===== src/sv/etdc_pkg.sv =====
// shared constants, types and lookup tables for the enveloped tanh distortion cascade
package etdc_pkg;

   localparam int SAMPLE_W        = 24;
   localparam int COEF_W          = 16;
   localparam int CSR_ADDR_W      = 1;
   localparam int STAGE_COUNT_DEF = 5;
   localparam int RATIO_DEPTH     = 16;
   localparam int RATIO_IDX_W     = 4;
   localparam int RATIO_W         = 16;
   localparam int GAIN_W          = 17;
   localparam int PMAG_W          = 28;
   localparam int MUL_A_W         = 28;
   localparam int MUL_B_W         = 24;
   localparam int PROD_W          = MUL_A_W + MUL_B_W;
   localparam int TANH_POINTS     = 33;
   localparam int TANH_IDX_W      = 5;
   localparam int TANH_ADDR_W     = 6;
   localparam int TANH_W          = 19;
   localparam int FRAC_W          = 16;
   localparam int ARG_W           = 34;
   localparam int OUT_MAX         = 524287;

   // configuration register indexes
   localparam logic [CSR_ADDR_W-1:0] CSR_DRIVE_GAIN      = 1'd0;
   localparam logic [CSR_ADDR_W-1:0] CSR_STAGE_SMOOTHING = 1'd1;

   localparam logic [COEF_W-1:0] DRIVE_GAIN_RESET      = 16'd8192;
   localparam logic [COEF_W-1:0] STAGE_SMOOTHING_RESET = 16'd65470;

   typedef logic signed [SAMPLE_W-1:0] sample_type;
   typedef logic [COEF_W-1:0]          coef_type;

   // operand request to the shared multiplier
   typedef struct packed {
      logic               load;
      logic [MUL_A_W-1:0] a;
      logic [MUL_B_W-1:0] b;
   } mul_req_type;

   // fibonacci ratios in unsigned q2.14, 55/34 first, golden ratio past the series
   localparam logic [RATIO_W-1:0] RATIO_ROM [RATIO_DEPTH] = '{
      16'd26504, 16'd26512, 16'd26509, 16'd26510, 16'd26510, 16'd26510, 16'd26510, 16'd26510,
      16'd26510, 16'd26510, 16'd26510, 16'd26510, 16'd26510, 16'd26510, 16'd26510, 16'd26510
   };

   // tanh over [0,4] in steps of 1/8, q.19
   localparam logic [TANH_W-1:0] TANH_TABLE [TANH_POINTS] = '{
      19'd0,      19'd65197,  19'd128408, 19'd187882, 19'd242282, 19'd290770,
      19'd333001, 19'd369049, 19'd399295, 19'd424307, 19'd444745, 19'd461283,
      19'd474558, 19'd485148, 19'd493552, 19'd500194, 19'd505428, 19'd509541,
      19'd512767, 19'd515294, 19'd517270, 19'd518814, 19'd520020, 19'd520961,
      19'd521695, 19'd522268, 19'd522714, 19'd523062, 19'd523333, 19'd523544,
      19'd523708, 19'd523837, 19'd523936
   };

   function automatic logic [RATIO_W-1:0] ratio_at(input logic [RATIO_IDX_W-1:0] idx);
      return RATIO_ROM[idx];
   endfunction

   function automatic logic [TANH_W-1:0] tanh_at(input logic [TANH_ADDR_W-1:0] idx);
      logic [TANH_W-1:0] val;
      if (idx >= TANH_ADDR_W'(TANH_POINTS)) begin
         val = TANH_TABLE[TANH_POINTS-1];
      end else begin
         val = TANH_TABLE[idx];
      end
      return val;
   endfunction

endpackage


===== src/sv/etdc_channels.sv =====
// request and response word channels of the distortion cascade
interface etdc_req_if;
   import etdc_pkg::*;
   logic       valid;
   logic       ready;
   sample_type sample_in;
   modport source (output valid, output sample_in, input ready);
   modport sink (input valid, input sample_in, output ready);
endinterface

interface etdc_rsp_if;
   import etdc_pkg::*;
   logic       valid;
   logic       ready;
   sample_type sample_out;
   modport source (output valid, output sample_out, input ready);
   modport sink (input valid, input sample_out, output ready);
endinterface


===== src/sv/enveloped_tanh_distortion_cascade.sv =====
// top level of the enveloped tanh distortion cascade
//
// usage
//   req carries one signed q4.19 audio word; rsp returns one distorted q4.19 word
//   per request word, in order. both channels use valid/ready; a word moves on a
//   rising clock edge with valid and ready high.
//   csr_we/csr_addr/csr_wdata write drive_gain (index 0) and stage_smoothing
//   (index 1); write only while no word is in flight.
// sequencing
//   each word walks the stages one after another through a single shared
//   multiplier, through the states S_ENV_A to S_TAN_C in each stage (envelope,
//   gain, product, tanh lookup and interpolation), then waits in S_DONE until
//   the output register is free. req.ready is high only while the sequencer is
//   idle, so a new word is accepted only once the previous one has left S_DONE.
// reset
//   synchronous, active high: envelopes cleared, registers to their defaults,
//   output register emptied.
// backpressure
//   the result sits in an output register; a new word is accepted while it waits.
//   a finished word that finds the output register still full holds until rsp.ready.
module enveloped_tanh_distortion_cascade #(
   parameter int STAGE_COUNT = etdc_pkg::STAGE_COUNT_DEF
) (
   input  logic                             clock,
   input  logic                             reset,
   etdc_req_if.sink                         req,
   etdc_rsp_if.source                       rsp,
   input  logic                             csr_we,
   input  logic [etdc_pkg::CSR_ADDR_W-1:0]  csr_addr,
   input  logic [etdc_pkg::COEF_W-1:0]      csr_wdata
);
   import etdc_pkg::*;

   localparam int STAGE_W = (STAGE_COUNT > 1) ? $clog2(STAGE_COUNT) : 1;
   localparam logic [STAGE_W-1:0] LAST_STAGE = STAGE_W'(STAGE_COUNT - 1);

   // sequencer codes
   localparam logic [3:0] S_IDLE  = 4'd0;
   localparam logic [3:0] S_ENV_A = 4'd1;
   localparam logic [3:0] S_ENV_B = 4'd2;
   localparam logic [3:0] S_ENV_C = 4'd3;
   localparam logic [3:0] S_GAIN  = 4'd4;
   localparam logic [3:0] S_PROD  = 4'd5;
   localparam logic [3:0] S_ARG   = 4'd6;
   localparam logic [3:0] S_TAN_A = 4'd7;
   localparam logic [3:0] S_TAN_B = 4'd8;
   localparam logic [3:0] S_TAN_C = 4'd9;
   localparam logic [3:0] S_DONE  = 4'd10;

   localparam sample_type OUT_POS = SAMPLE_W'(OUT_MAX);
   localparam sample_type OUT_NEG = -OUT_POS;

   // control state
   logic [3:0]         state_ff, state_in;
   logic [STAGE_W-1:0] stage_ff, stage_in;
   logic               rsp_valid_ff, rsp_valid_in;
   coef_type           drive_ff, smooth_ff;
   logic [SAMPLE_W-1:0] env_ff [STAGE_COUNT];

   // datapath
   logic [SAMPLE_W-1:0] mag_ff, mag_in;
   logic                neg_ff, neg_in;
   logic [PROD_W-1:0]   acc_ff, acc_in;
   logic [SAMPLE_W-1:0] env_cur_ff, env_cur_in;
   logic [GAIN_W-1:0]   g_ff, g_in;
   logic [PMAG_W-1:0]   p_ff, p_in;
   logic                sat_ff, sat_in;
   logic [TANH_IDX_W-1:0] idx_ff, idx_in;
   logic [FRAC_W-1:0]   frac_ff, frac_in;
   sample_type          rsp_data_ff, rsp_data_in;

   logic                env_we;
   logic [SAMPLE_W-1:0] env_new;
   logic [PROD_W:0]     env_sum;
   logic [32:0]         g_sum;
   logic [47:0]         p_sum;
   logic [ARG_W-1:0]    arg_sum;
   logic [32:0]         interp_sum;
   logic [TANH_W-1:0]   tanh_lo, tanh_hi;
   logic [PROD_W-1:0]   prod;
   mul_req_type         mul_req;
   logic                out_free;

   etdc_mul u_mul (
      .clock   (clock),
      .mul_req (mul_req),
      .prod    (prod)
   );

   // rounding of each product back to its working format
   assign env_sum    = {1'b0, acc_ff} + {1'b0, prod} + (PROD_W+1)'(32768);
   assign env_new    = env_sum[39:16];
   assign g_sum      = prod[32:0] + 33'd8192;
   assign p_sum      = prod[47:0] + 48'd262144;
   // q.32 product rounded to nearest into the q.19 tanh argument
   assign arg_sum    = ARG_W'((prod[45:0] + 46'd4096) >> 13);
   assign interp_sum = prod[32:0] + 33'd32768;
   assign tanh_lo    = tanh_at({1'b0, idx_ff});
   assign tanh_hi    = tanh_at({1'b0, idx_ff} + 6'd1);
   assign out_free   = !rsp_valid_ff || rsp.ready;

   always_comb begin
      state_in     = state_ff;
      stage_in     = stage_ff;
      rsp_valid_in = rsp_valid_ff && !rsp.ready;
      rsp_data_in  = rsp_data_ff;
      mag_in       = mag_ff;
      neg_in       = neg_ff;
      acc_in       = acc_ff;
      env_cur_in   = env_cur_ff;
      g_in         = g_ff;
      p_in         = p_ff;
      sat_in       = sat_ff;
      idx_in       = idx_ff;
      frac_in      = frac_ff;
      env_we       = 1'b0;
      mul_req      = '0;

      unique case (state_ff)
         S_IDLE: begin
            if (req.valid) begin
               // negation of the most negative word gives 2^23, which still fits
               neg_in   = req.sample_in[SAMPLE_W-1];
               mag_in   = req.sample_in[SAMPLE_W-1] ? -req.sample_in : req.sample_in;
               stage_in = '0;
               state_in = S_ENV_A;
            end
         end
         S_ENV_A: begin
            mul_req.load = 1'b1;
            mul_req.a    = MUL_A_W'(smooth_ff);
            mul_req.b    = env_ff[stage_ff];
            state_in     = S_ENV_B;
         end
         S_ENV_B: begin
            acc_in       = prod;
            mul_req.load = 1'b1;
            mul_req.a    = MUL_A_W'(17'h10000 - {1'b0, smooth_ff});
            mul_req.b    = mag_ff;
            state_in     = S_ENV_C;
         end
         S_ENV_C: begin
            env_we       = 1'b1;
            env_cur_in   = env_new;
            mul_req.load = 1'b1;
            mul_req.a    = MUL_A_W'(drive_ff);
            mul_req.b    = MUL_B_W'(ratio_at(RATIO_IDX_W'(stage_ff)));
            state_in     = S_GAIN;
         end
         S_GAIN: begin
            g_in         = g_sum[30:14];
            mul_req.load = 1'b1;
            mul_req.a    = MUL_A_W'(env_cur_ff);
            mul_req.b    = mag_ff;
            state_in     = S_PROD;
         end
         S_PROD: begin
            p_in     = p_sum[46:19];
            state_in = S_ARG;
         end
         S_ARG: begin
            mul_req.load = 1'b1;
            mul_req.a    = p_ff;
            mul_req.b    = MUL_B_W'(g_ff);
            state_in     = S_TAN_A;
         end
         S_TAN_A: begin
            sat_in   = |arg_sum[ARG_W-1:21];
            idx_in   = arg_sum[20:16];
            frac_in  = arg_sum[15:0];
            state_in = S_TAN_B;
         end
         S_TAN_B: begin
            mul_req.load = 1'b1;
            mul_req.a    = MUL_A_W'(tanh_hi - tanh_lo);
            mul_req.b    = MUL_B_W'(frac_ff);
            state_in     = S_TAN_C;
         end
         S_TAN_C: begin
            mag_in = sat_ff ? SAMPLE_W'(OUT_MAX)
                            : SAMPLE_W'(tanh_lo) + SAMPLE_W'(interp_sum[32:16]);
            if (stage_ff == LAST_STAGE) begin
               state_in = S_DONE;
            end else begin
               stage_in = stage_ff + 1'b1;
               state_in = S_ENV_A;
            end
         end
         S_DONE: begin
            if (out_free) begin
               rsp_valid_in = 1'b1;
               rsp_data_in  = (neg_ff && mag_ff != '0) ? -mag_ff : mag_ff;
               state_in     = S_IDLE;
            end
         end
         default: begin
            state_in = S_IDLE;
         end
      endcase
   end

   always_ff @(posedge clock) begin
      if (reset) begin
         state_ff     <= S_IDLE;
         stage_ff     <= '0;
         rsp_valid_ff <= 1'b0;
         drive_ff     <= DRIVE_GAIN_RESET;
         smooth_ff    <= STAGE_SMOOTHING_RESET;
         for (int i = 0; i < STAGE_COUNT; i++) begin
            env_ff[i] <= '0;
         end
      end else begin
         state_ff     <= state_in;
         stage_ff     <= stage_in;
         rsp_valid_ff <= rsp_valid_in;
         if (csr_we) begin
            unique case (csr_addr)
               CSR_DRIVE_GAIN:      drive_ff  <= csr_wdata;
               CSR_STAGE_SMOOTHING: smooth_ff <= csr_wdata;
               default: begin
               end
            endcase
         end
         if (env_we) begin
            env_ff[stage_ff] <= env_new;
         end
      end
   end

   always_ff @(posedge clock) begin
      mag_ff      <= mag_in;
      neg_ff      <= neg_in;
      acc_ff      <= acc_in;
      env_cur_ff  <= env_cur_in;
      g_ff        <= g_in;
      p_ff        <= p_in;
      sat_ff      <= sat_in;
      idx_ff      <= idx_in;
      frac_ff     <= frac_in;
      rsp_data_ff <= rsp_data_in;
   end

   assign req.ready      = (state_ff == S_IDLE);
   assign rsp.valid      = rsp_valid_ff;
   assign rsp.sample_out = rsp_data_ff;

   // an accepted word always starts at the first stage
   a_start_first_stage: assert property (@(posedge clock) disable iff (reset)
      (req.valid && req.ready) |=> (state_ff == S_ENV_A && stage_ff == '0))
      else $error("accepted word did not start at the first stage");

   // stage counter never runs past the cascade
   a_stage_in_range: assert property (@(posedge clock) disable iff (reset)
      (state_ff != S_IDLE) |-> (stage_ff <= LAST_STAGE))
      else $error("stage counter out of range");

   // a finished word waits while the output register is still held
   a_done_holds: assert property (@(posedge clock) disable iff (reset)
      (state_ff == S_DONE && rsp_valid_ff && !rsp.ready) |=> (state_ff == S_DONE))
      else $error("finished word overwrote a pending result");

   // results stay inside the tanh range
   a_out_bounded: assert property (@(posedge clock) disable iff (reset)
      rsp_valid_ff |-> (rsp_data_ff <= OUT_POS && rsp_data_ff >= OUT_NEG))
      else $error("result magnitude reached 1.0");

endmodule


===== src/sv/etdc_mul.sv =====
// shared unsigned multiplier with registered product
module etdc_mul (
   input  logic                         clock,
   input  etdc_pkg::mul_req_type        mul_req,
   output logic [etdc_pkg::PROD_W-1:0]  prod
);
   import etdc_pkg::*;

   logic [PROD_W-1:0] prod_ff;
   logic [PROD_W-1:0] prod_in;

   always_comb begin
      prod_in = prod_ff;
      if (mul_req.load) begin
         prod_in = PROD_W'(mul_req.a) * PROD_W'(mul_req.b);
      end
   end

   always_ff @(posedge clock) begin
      prod_ff <= prod_in;
   end

   assign prod = prod_ff;

endmodule


===== src/flat_wrapper.sv =====
// flat-port wrapper written by rule: the top's interface ports become plain ports
module enveloped_tanh_distortion_cascade_flat import etdc_pkg::*;
#(
   parameter int STAGE_COUNT = etdc_pkg::STAGE_COUNT_DEF
)
  (clock, reset, csr_we, csr_addr, csr_wdata, req_valid, req_sample_in, req_ready, rsp_valid, rsp_sample_out, rsp_ready);
  etdc_req_if req_i ();
  etdc_rsp_if rsp_i ();
  input  logic clock;
  input  logic reset;
  input  logic csr_we;
  input  logic [etdc_pkg::CSR_ADDR_W-1:0] csr_addr;
  input  logic [etdc_pkg::COEF_W-1:0] csr_wdata;
  input wire logic [$bits(req_i.valid)-1:0] req_valid;
  input wire logic [$bits(req_i.sample_in)-1:0] req_sample_in;
  output wire logic [$bits(req_i.ready)-1:0] req_ready;
  output wire logic [$bits(rsp_i.valid)-1:0] rsp_valid;
  output wire logic [$bits(rsp_i.sample_out)-1:0] rsp_sample_out;
  input wire logic [$bits(rsp_i.ready)-1:0] rsp_ready;
  assign req_i.valid = req_valid;
  assign req_i.sample_in = req_sample_in;
  assign req_ready = req_i.ready;
  assign rsp_valid = rsp_i.valid;
  assign rsp_sample_out = rsp_i.sample_out;
  assign rsp_i.ready = rsp_ready;
  enveloped_tanh_distortion_cascade #(.STAGE_COUNT(STAGE_COUNT)) u_core (.clock(clock), .reset(reset), .req(req_i), .rsp(rsp_i), .csr_we(csr_we), .csr_addr(csr_addr), .csr_wdata(csr_wdata));
endmodule

===== config.mk =====
export PLATFORM = sky130hd
export DESIGN_NAME = enveloped_tanh_distortion_cascade_flat
export DESIGN_NICKNAME = d
export VERILOG_FILES = /design/src/sv/etdc_pkg.sv /design/src/sv/etdc_channels.sv /design/src/sv/enveloped_tanh_distortion_cascade.sv /design/src/sv/etdc_mul.sv /design/src/flat_wrapper.sv
export SDC_FILE = /design/constraint.sdc
export NUM_CORES = 2
export LEC_CHECK = 0
export ABC_AREA = 1
export BUFFER_PORTS_ARGS = -buffer_cell sky130_fd_sc_hd__buf_4
export CAP_MARGIN = 20
export CORE_ASPECT_RATIO = 2
export CORE_MARGIN = 5
export CORE_UTILIZATION = 30
export CTS_BUF_LIST = sky130_fd_sc_hd__clkbuf_16
export CTS_CLUSTER_DIAMETER = 80
export DETAILED_ROUTE_END_ITERATION = 10
export PLACE_DENSITY = 0.56
export SLEW_MARGIN = 20
export SYNTH_ARGS = -nofsm -noshare
export SYNTH_HDL_FRONTEND = slang
export SYNTH_SLANG_ARGS = --single-unit

===== constraint.sdc =====
create_clock -name clock -period 8.75 [get_ports clock]
set_input_delay 1.3125 -clock clock [delete_from_list [all_inputs] [get_ports clock]]
set_output_delay 1.3125 -clock clock [all_outputs]
set_load 0.05 [all_outputs]

* Word level (Yosys, flattened, before mapping)
Memories as Yosys holds them, arrays and structs flattened. A register that Yosys moved wholly into a read port is not among the register bits.
Index checks and enable logic that the tools add are counted.
** Word-level totals
- Memories kept :: 4
- Bits of input ports :: 46
- Memory bits (read-only) :: 2688
- Output and inout bits :: 26
- Bits in writable memories :: 120
- Register bits after elaboration :: 267
** Memory list
- (no name shown) :: depth 64, bits a word 19, rd ports 1, clocked after Yosys merged registers in 0, write ports 0, RTL line etdc_pkg.sv:66 : val = TANH_TABLE[idx];
- (no name shown) :: depth 64, bits a word 19, rd ports 1, clocked after Yosys merged registers in 0, write ports 0, RTL line etdc_pkg.sv:66
- (no name shown) :: depth 16, bits a word 16, rd ports 1, clocked after Yosys merged registers in 0, write ports 0, RTL line etdc_pkg.sv:58 : return RATIO_ROM[idx];
- u_core.env_ff :: depth 5, bits a word 24, rd ports 1, clocked after Yosys merged registers in 1, write ports 5, RTL line enveloped_tanh_distortion_cascade.sv:58 : logic [SAMPLE_W-1:0] env_ff [STAGE_COUNT];
** Cells by class
- Bitwise logic cells :: 4
- Multiplexer cells :: 34
- $lt $le $gt $ge :: 5
- Add/subtract/negate cells :: 13
- Eq/ne operators :: 14
- Reduce and logical (&&, ||, !) cells :: 17
- $mul :: 1
** Operators by type and width (number)
- case mux 53 bit (6 select lines) :: 1
- 2-to-1 mux 24 bit :: 5
- 2-to-1 mux 19 bit :: 6
- negator 24 bit :: 2
- case mux 24 bit (2 select lines) :: 1
- adder 47 x 19 -> 47 bit (second input constant) :: 1
- multiplier 28 x 24 -> 47 bit :: 1
- adder 46 x 13 -> 46 bit (second input constant) :: 1
- case mux 4 bit (11 select lines) :: 1
- adder 40 x 16 -> 40 bit (second input constant) :: 1
- adder 40 bit :: 1
- adder 33 x 16 -> 33 bit (second input constant) :: 1
- 2-to-1 mux 16 bit :: 2
- adder 31 x 14 -> 31 bit (second input constant) :: 1
- nonzero test 24 bit :: 1
- OR reduction 24 bit :: 1
- adder 19 x 17 -> 20 bit :: 1
- subtractor 19 x 19 -> 20 bit :: 1
- subtractor 17 x 16 -> 18 bit (first input constant) :: 1
- equality test 4 x 3 -> 1 bit (second input constant) :: 4
- 2-to-1 mux 3 bit :: 5
- >= comparator 7 bit (second input constant) :: 2
- equality test 4 bit (second input constant) :: 3
- 2-to-1 mux 4 bit :: 3
- other kinds (24) :: 41

* Longest topological paths before layout
- Word-level depth :: 9
- Depth in mapped cells :: 52
- Depth with buffers taken out :: 51

* Modules after synthesis
From an unflattened synthesis, not the netlist that was laid out.
** Unflattened totals
- Cells, all modules :: 6583
- Area total of the unflattened synthesis :: 51722.1 sq um
** Modules (own cells, without submodules)
- enveloped_tanh_distortion_cascade :: instances 1, sequential area each 12031.5 sq um, area an instance 26273.9 sq um, cells each 3162
- etdc_mul :: instances 1, sequential area each 1561.5 sq um, area an instance 25448.2 sq um, cells each 3421

* Worst setup path after synthesis
No wires, ideal clock.
- Path type :: flip-flop to flip-flop
- Start point :: register u_core.idx_ff[1]
- End point :: register u_core.u_mul.prod_ff[36], in the netlist u_core.u_mul.prod[36], data pin
- Buffers on the path :: 3
- Arrival time :: 9053 ps
- Period minus slack after synthesis :: 9306 ps
- Stages on the path, launching flop included :: 46
- Slack :: -556 ps
- Cells stage by stage :: edfxtp_1 > ha_1 > inv_1 > ha_1 > clkbuf_1 > clkbuf_1 > o21ai_0 > a22o_1 > inv_1 > ha_1 > inv_1 > fa_1 > nand2_1 > inv_1 > nand2_1 > nor2_1 > nor2_1 > o21ai_1 > [... 10 more ...] > fa_1 > fa_1 > inv_1 > fa_1 > inv_1 > fa_1 > inv_1 > ha_1 > nand2_1 > nor2_1 > inv_1 > nor3_1 > and3_1 > a21oi_1 > o21ai_1 > nand3_1 > nand3_1 > nand2_1
** On the way
- Word-level cells in the longest chain between the ends :: 9
** RTL lines
- from (decl) :: RTL line enveloped_tanh_distortion_cascade.sv:68 : logic [TANH_IDX_W-1:0] idx_ff, idx_in;
- from (signal assigned) :: RTL line enveloped_tanh_distortion_cascade.sv:238 : idx_ff <= idx_in;
- adder 5 x 1 -> 6 bit :: RTL line enveloped_tanh_distortion_cascade.sv:99 : assign tanh_hi = tanh_at({1'b0, idx_ff} + 6'd1);
- NOT 6 -> 7 bit (not written as such) :: RTL line etdc_pkg.sv:66
- memory (64 x 19 bit)
- 2-to-1 mux 19 bit (not written as such) (2 in a row) :: RTL line etdc_pkg.sv:66
- 2-to-1 mux 19 bit :: RTL line etdc_pkg.sv:63 : if (idx >= TANH_ADDR_W'(TANH_POINTS)) begin
- subtractor 19 x 19 -> 20 bit (*) :: RTL line enveloped_tanh_distortion_cascade.sv:175 : mul_req.a = MUL_A_W'(tanh_hi - tanh_lo);
- case mux 53 bit (6 select lines) (*) :: RTL line enveloped_tanh_distortion_cascade.sv:119 : unique case (state_ff)
- multiplier 28 x 24 -> 47 bit (*) :: RTL line etdc_mul.sv:15 : prod_in = PROD_W'(mul_req.a) * PROD_W'(mul_req.b);
- to (signal assigned) :: RTL line etdc_mul.sv:20 : prod_ff <= prod_in;
- to (decl) :: RTL line etdc_mul.sv:9 : logic [PROD_W-1:0] prod_ff;
Mark *: on every way between the ends. The rest lies on a longest branch, timed or not. The select of a mux whose other input is x is not followed.
A chain may end at the register's enable or synchronous reset.

* Final worst setup path
Same ends and word-level chain as after synthesis.

==> flow_summary.json <==
{
  "period_share_pct": 107,
  "syn_inst": 5623,
  "htreeDepth": 2,
  "async_reset_ff_share_pct": 0,
  "ys_seq_area_share_pct": 27.9,
  "failed_checks": "setup timing",
  "synth_area_um2": 48100,
  "worstSetupPathType": "reg -> reg",
  "grt_pass1_vias": 45700,
  "drc": 0,
  "fp.dieH_um": 576,
  "start_util_pct": 30.1,
  "internal-power_w": 0.0121,
  "drt-initial-drc-count": 2620,
  "gp_congestion": 1.05,
  "cpPeakStageDelay_ns": 0.55,
  "ir_drop_mv": 0.530,
  "cts_tree": "yes",
  "cellPowerDensity_nw_per_um2": 422,
  "coreArea_um2": 160000,
  "ys.warnings.count": 0,
  "cp-end-kind": "flip-flop",
  "layout-drive-gt1-share_pct": 22.9,
  "fp.dieW_um": 293,
  "fin_skew_ns": 0.0402,
  "clockPowerShare_pct": 7.4,
  "fin_crit_ns": 9.40,
  "cts_max_path_buffers": 3,
  "syn_to_final_growth_pct": 27.0,
  "dp_hpwl_mm": 176,
  "grt_max_degree": 48,
  "clock_latency_ns": 0.60,
  "power_w": 0.0258,
  "vias_per_cell": 5.00,
  "cts.sink_count": 462,
  "fin_tns_setup_ns": -14.19,
  "wirelength_mm": 210,
  "cp.arrival_ns": 9.76,
  "tightest_slew_ns": 1.18,
  "vias": 42300,
  "finalHoldViolCount": 0,
  "hp-class": "reg -> reg",
  "numCtsBuffers": 39,
  "fin_area_um2": 61100,
  "required_ns": 9.11,
  "crit_family": "adder cells",
  "cts_root_buffer": "clkbuf_16",
  "worst-path-buf-inv": 15,
  "crit_fanout": 6,
  "grt-ovfl-total": 0,
  "die_area_um2": 169000,
  "nets": 7223,
  "path_common_cell": "inv_2",
  "post_drt_wl_per_cell_um": 24.9,
  "ant_nets": 0,
  "drv_slew": 0,
  "max_freq_mhz": 106,
  "synth_edf_count": 419,
  "grt_pass1_wl_mm": 299,
  "first_pass_iters": 5,
  "synth_cell_types": 75,
  "relSlewSlack_pct": 20.4,
  "finalWorstSetupSlack_ns": -0.651,
  "place_area_um2": 56400,
  "synth_seq_cells": 462,
  "antenna_found_initial": 3,
  "rsz0062_at_grt": "true",
  "max_cap_viol_count": 0,
  "synth_top_flop_cell": "edfxtp_1",
  "power.leakage_nw": 27.6,
  "io_pins": 72,
  "portBuffers": 71,
  "p_comb_share_pct": 77.9,
  "synth_top_cell_area_share_pct": 26.1,
  "cp-start-kind": "flip-flop",
  "status": "finished, violations left",
  "clk_pin_slew_worst_paths_ns": 0.08,
  "setup_violations": 31,
  "holdBufCountCts": 0,
  "avgSynthCellArea_um2": 8.56,
  "synth_top_cell_by_area": "edfxtp_1",
  "p_seq_share_pct": 14.7,
  "grt_util_all_layers_pct": 24.3,
  "crit_path_top_delay_cell": "fa_2",
  "rows": 208,
  "synthTopCellsByArea": "edfxtp_1 26%, fa_1 23%, inv_1 8.5%, nand2_1 8.2%, ha_1 7.4%",
  "power_switching_w": 0.0137,
  "p_sw_share_pct": 53.1
}
worst paths after layout:
check | start | cells after the start | endpoint | slack (ns)
hold reg to reg | u_core.u_mul.prod[8] | 0 | u_core.acc_ff[8] | 0.45
setup / recovery | u_core.idx_ff[1] | 50 | u_core.u_mul.prod[36] | -0.65
hold / removal | u_core.u_mul.prod[8] | 0 | u_core.acc_ff[8] | 0.45
setup reg to reg | u_core.idx_ff[1] | 50 | u_core.u_mul.prod[36] | -0.65
cell usage in the layout (no fill, tap or decap), types with 37 or more instances in the layout:
cell	n
buf_4	717
o221ai_1	37
buf_6	39
xor2_1	141
mux2i_1	37
fa_1	521
a21oi_2	44
buf_12	65
edfxtp_1	419
inv_1	1021
nand3_1	118
a21oi_1	138
nand2_1	965
o21ai_0	192
ha_1	233
ha_4	46
inv_2	95
clkbuf_16	43
dfxtp_1	41
nand2_2	83
nor2_1	669
fa_2	43
synth_stat cells (35+ instances only):
| cell | instances |
|---|---|
| buf_2 | 100 |
| xnor2_1 | 35 |
| o21ai_0 | 225 |
| clkbuf_1 | 67 |
| nand2_1 | 1050 |
| inv_1 | 1095 |
| mux2i_1 | 37 |
| o221ai_1 | 38 |
| a21oi_1 | 190 |
| nand3_1 | 140 |
| edfxtp_1 | 419 |
| o211ai_1 | 36 |
| fa_1 | 564 |
| nor2_1 | 728 |
| dfxtp_1 | 43 |
| ha_1 | 284 |
| nor3_1 | 43 |
| xor2_1 | 143 |
cell type report:
| cell class | instances | area [um2] |
|---|---|---|
| diodes | 1 | 2.50 |
| clock buffers | 40 | 1000 |
| clock inverters | 32 | 340 |
| fillers | 16200 | 98900 |
| inverters | 1131 | 4320 |
| multi-input cells | 3863 | 32100 |
| flip-flops and latches | 462 | 13400 |
| well taps | 2100 | 2630 |
| repair buffers | 831 | 7330 |
| repair inverters | 1 | 11.3 |
metrics by stage:
step / util [%] / hold slack [ns] / setup WS [ns] / instances
final: 38.2 / 0.454 / -0.651 / 8461
after global routing: 38.2 / 0.479 / -0.926 / 8461
after CTS: 37.1 / 0.456 / -0.640 / 8409
after detailed placement: 35.3 / 0.445 / -1.69 / 8302
after global placement: 35.3 / 0.443 / -1.72 / 8302
after floorplan: - / 0.425 / 0.0195 / 5635
sequential cells by signal, indices dropped and copies added (netlist names), named ones only:
name                   cells
u_core.env_cur_ff         24
u_core.neg_ff              1
u_core.acc_ff             40
u_core.p_ff               28
u_core.idx_ff              5
u_core.drive_ff           16
u_core.g_ff               17
u_core.frac_ff            16
u_core.stage_ff            3
u_core.env_ff            192
u_core.state_ff            4
u_core.rsp.sample_out     24
u_core.mag_ff             24
u_core.u_mul.prod         47
u_core.sat_ff              1
u_core.smooth_ff          16
u_core.rsp.valid           1
power groups by stage:
stage	registers [W]	clock network [W]	logic (W)
2_1_floorplan	0.00360	0	0.00916
3_3_place_gp	0.00385	0	0.0172
3_5_place_dp	0.00385	0	0.0173
4_1_cts	0.00380	0.00195	0.0185
5_1_grt	0.00382	0.00201	0.0215
6_report	0.00381	0.00191	0.0201
timing repair:
action	CTS	global route
pin swaps	141	240
endpoints found under the setup margin	36	36
hold endpoints to repair	0	0
gates cloned	2	3
buffers inserted	36	48
resized for setup	318	346
metal layers:
layer	share of wire (%)	up-vias	track usage, %
li1	-	19100	-
met1	30	21000	21.9
met2	53	1413	46.1
met4	13	2	23.7
met3	3.3	806	2.12
met5	0.0033	-	0
logic make-up (layout without fill, tap and decap cells):
kind of cell,after synthesis,count (layout),synth area share (%)
AO/OA/AOI/OAI,710,710,9.15
buffers and inverters,1310,2035,10.6
other,2,15,0.0156
adder cells (fa/ha/maj),848,848,30.8
multiplexers,39,39,0.816
AND/OR/NAND/NOR,2074,2074,17.4
XOR/XNOR,178,178,3.24
flip-flops,462,462,27.9
worst register-to-register path, delay by kind of cell, from the launching register on:
kind | cells | cell delay [ns]
adders and majority gates | 11 | 4.50
AOI/OAI and AO/OA | 7 | 1.04
buffers and inverters | 15 | 1.50
DFF | 1 | 0.41
and+or+nand+nor | 17 | 1.76
Note: power is estimated with default switching activity, not from simulation.
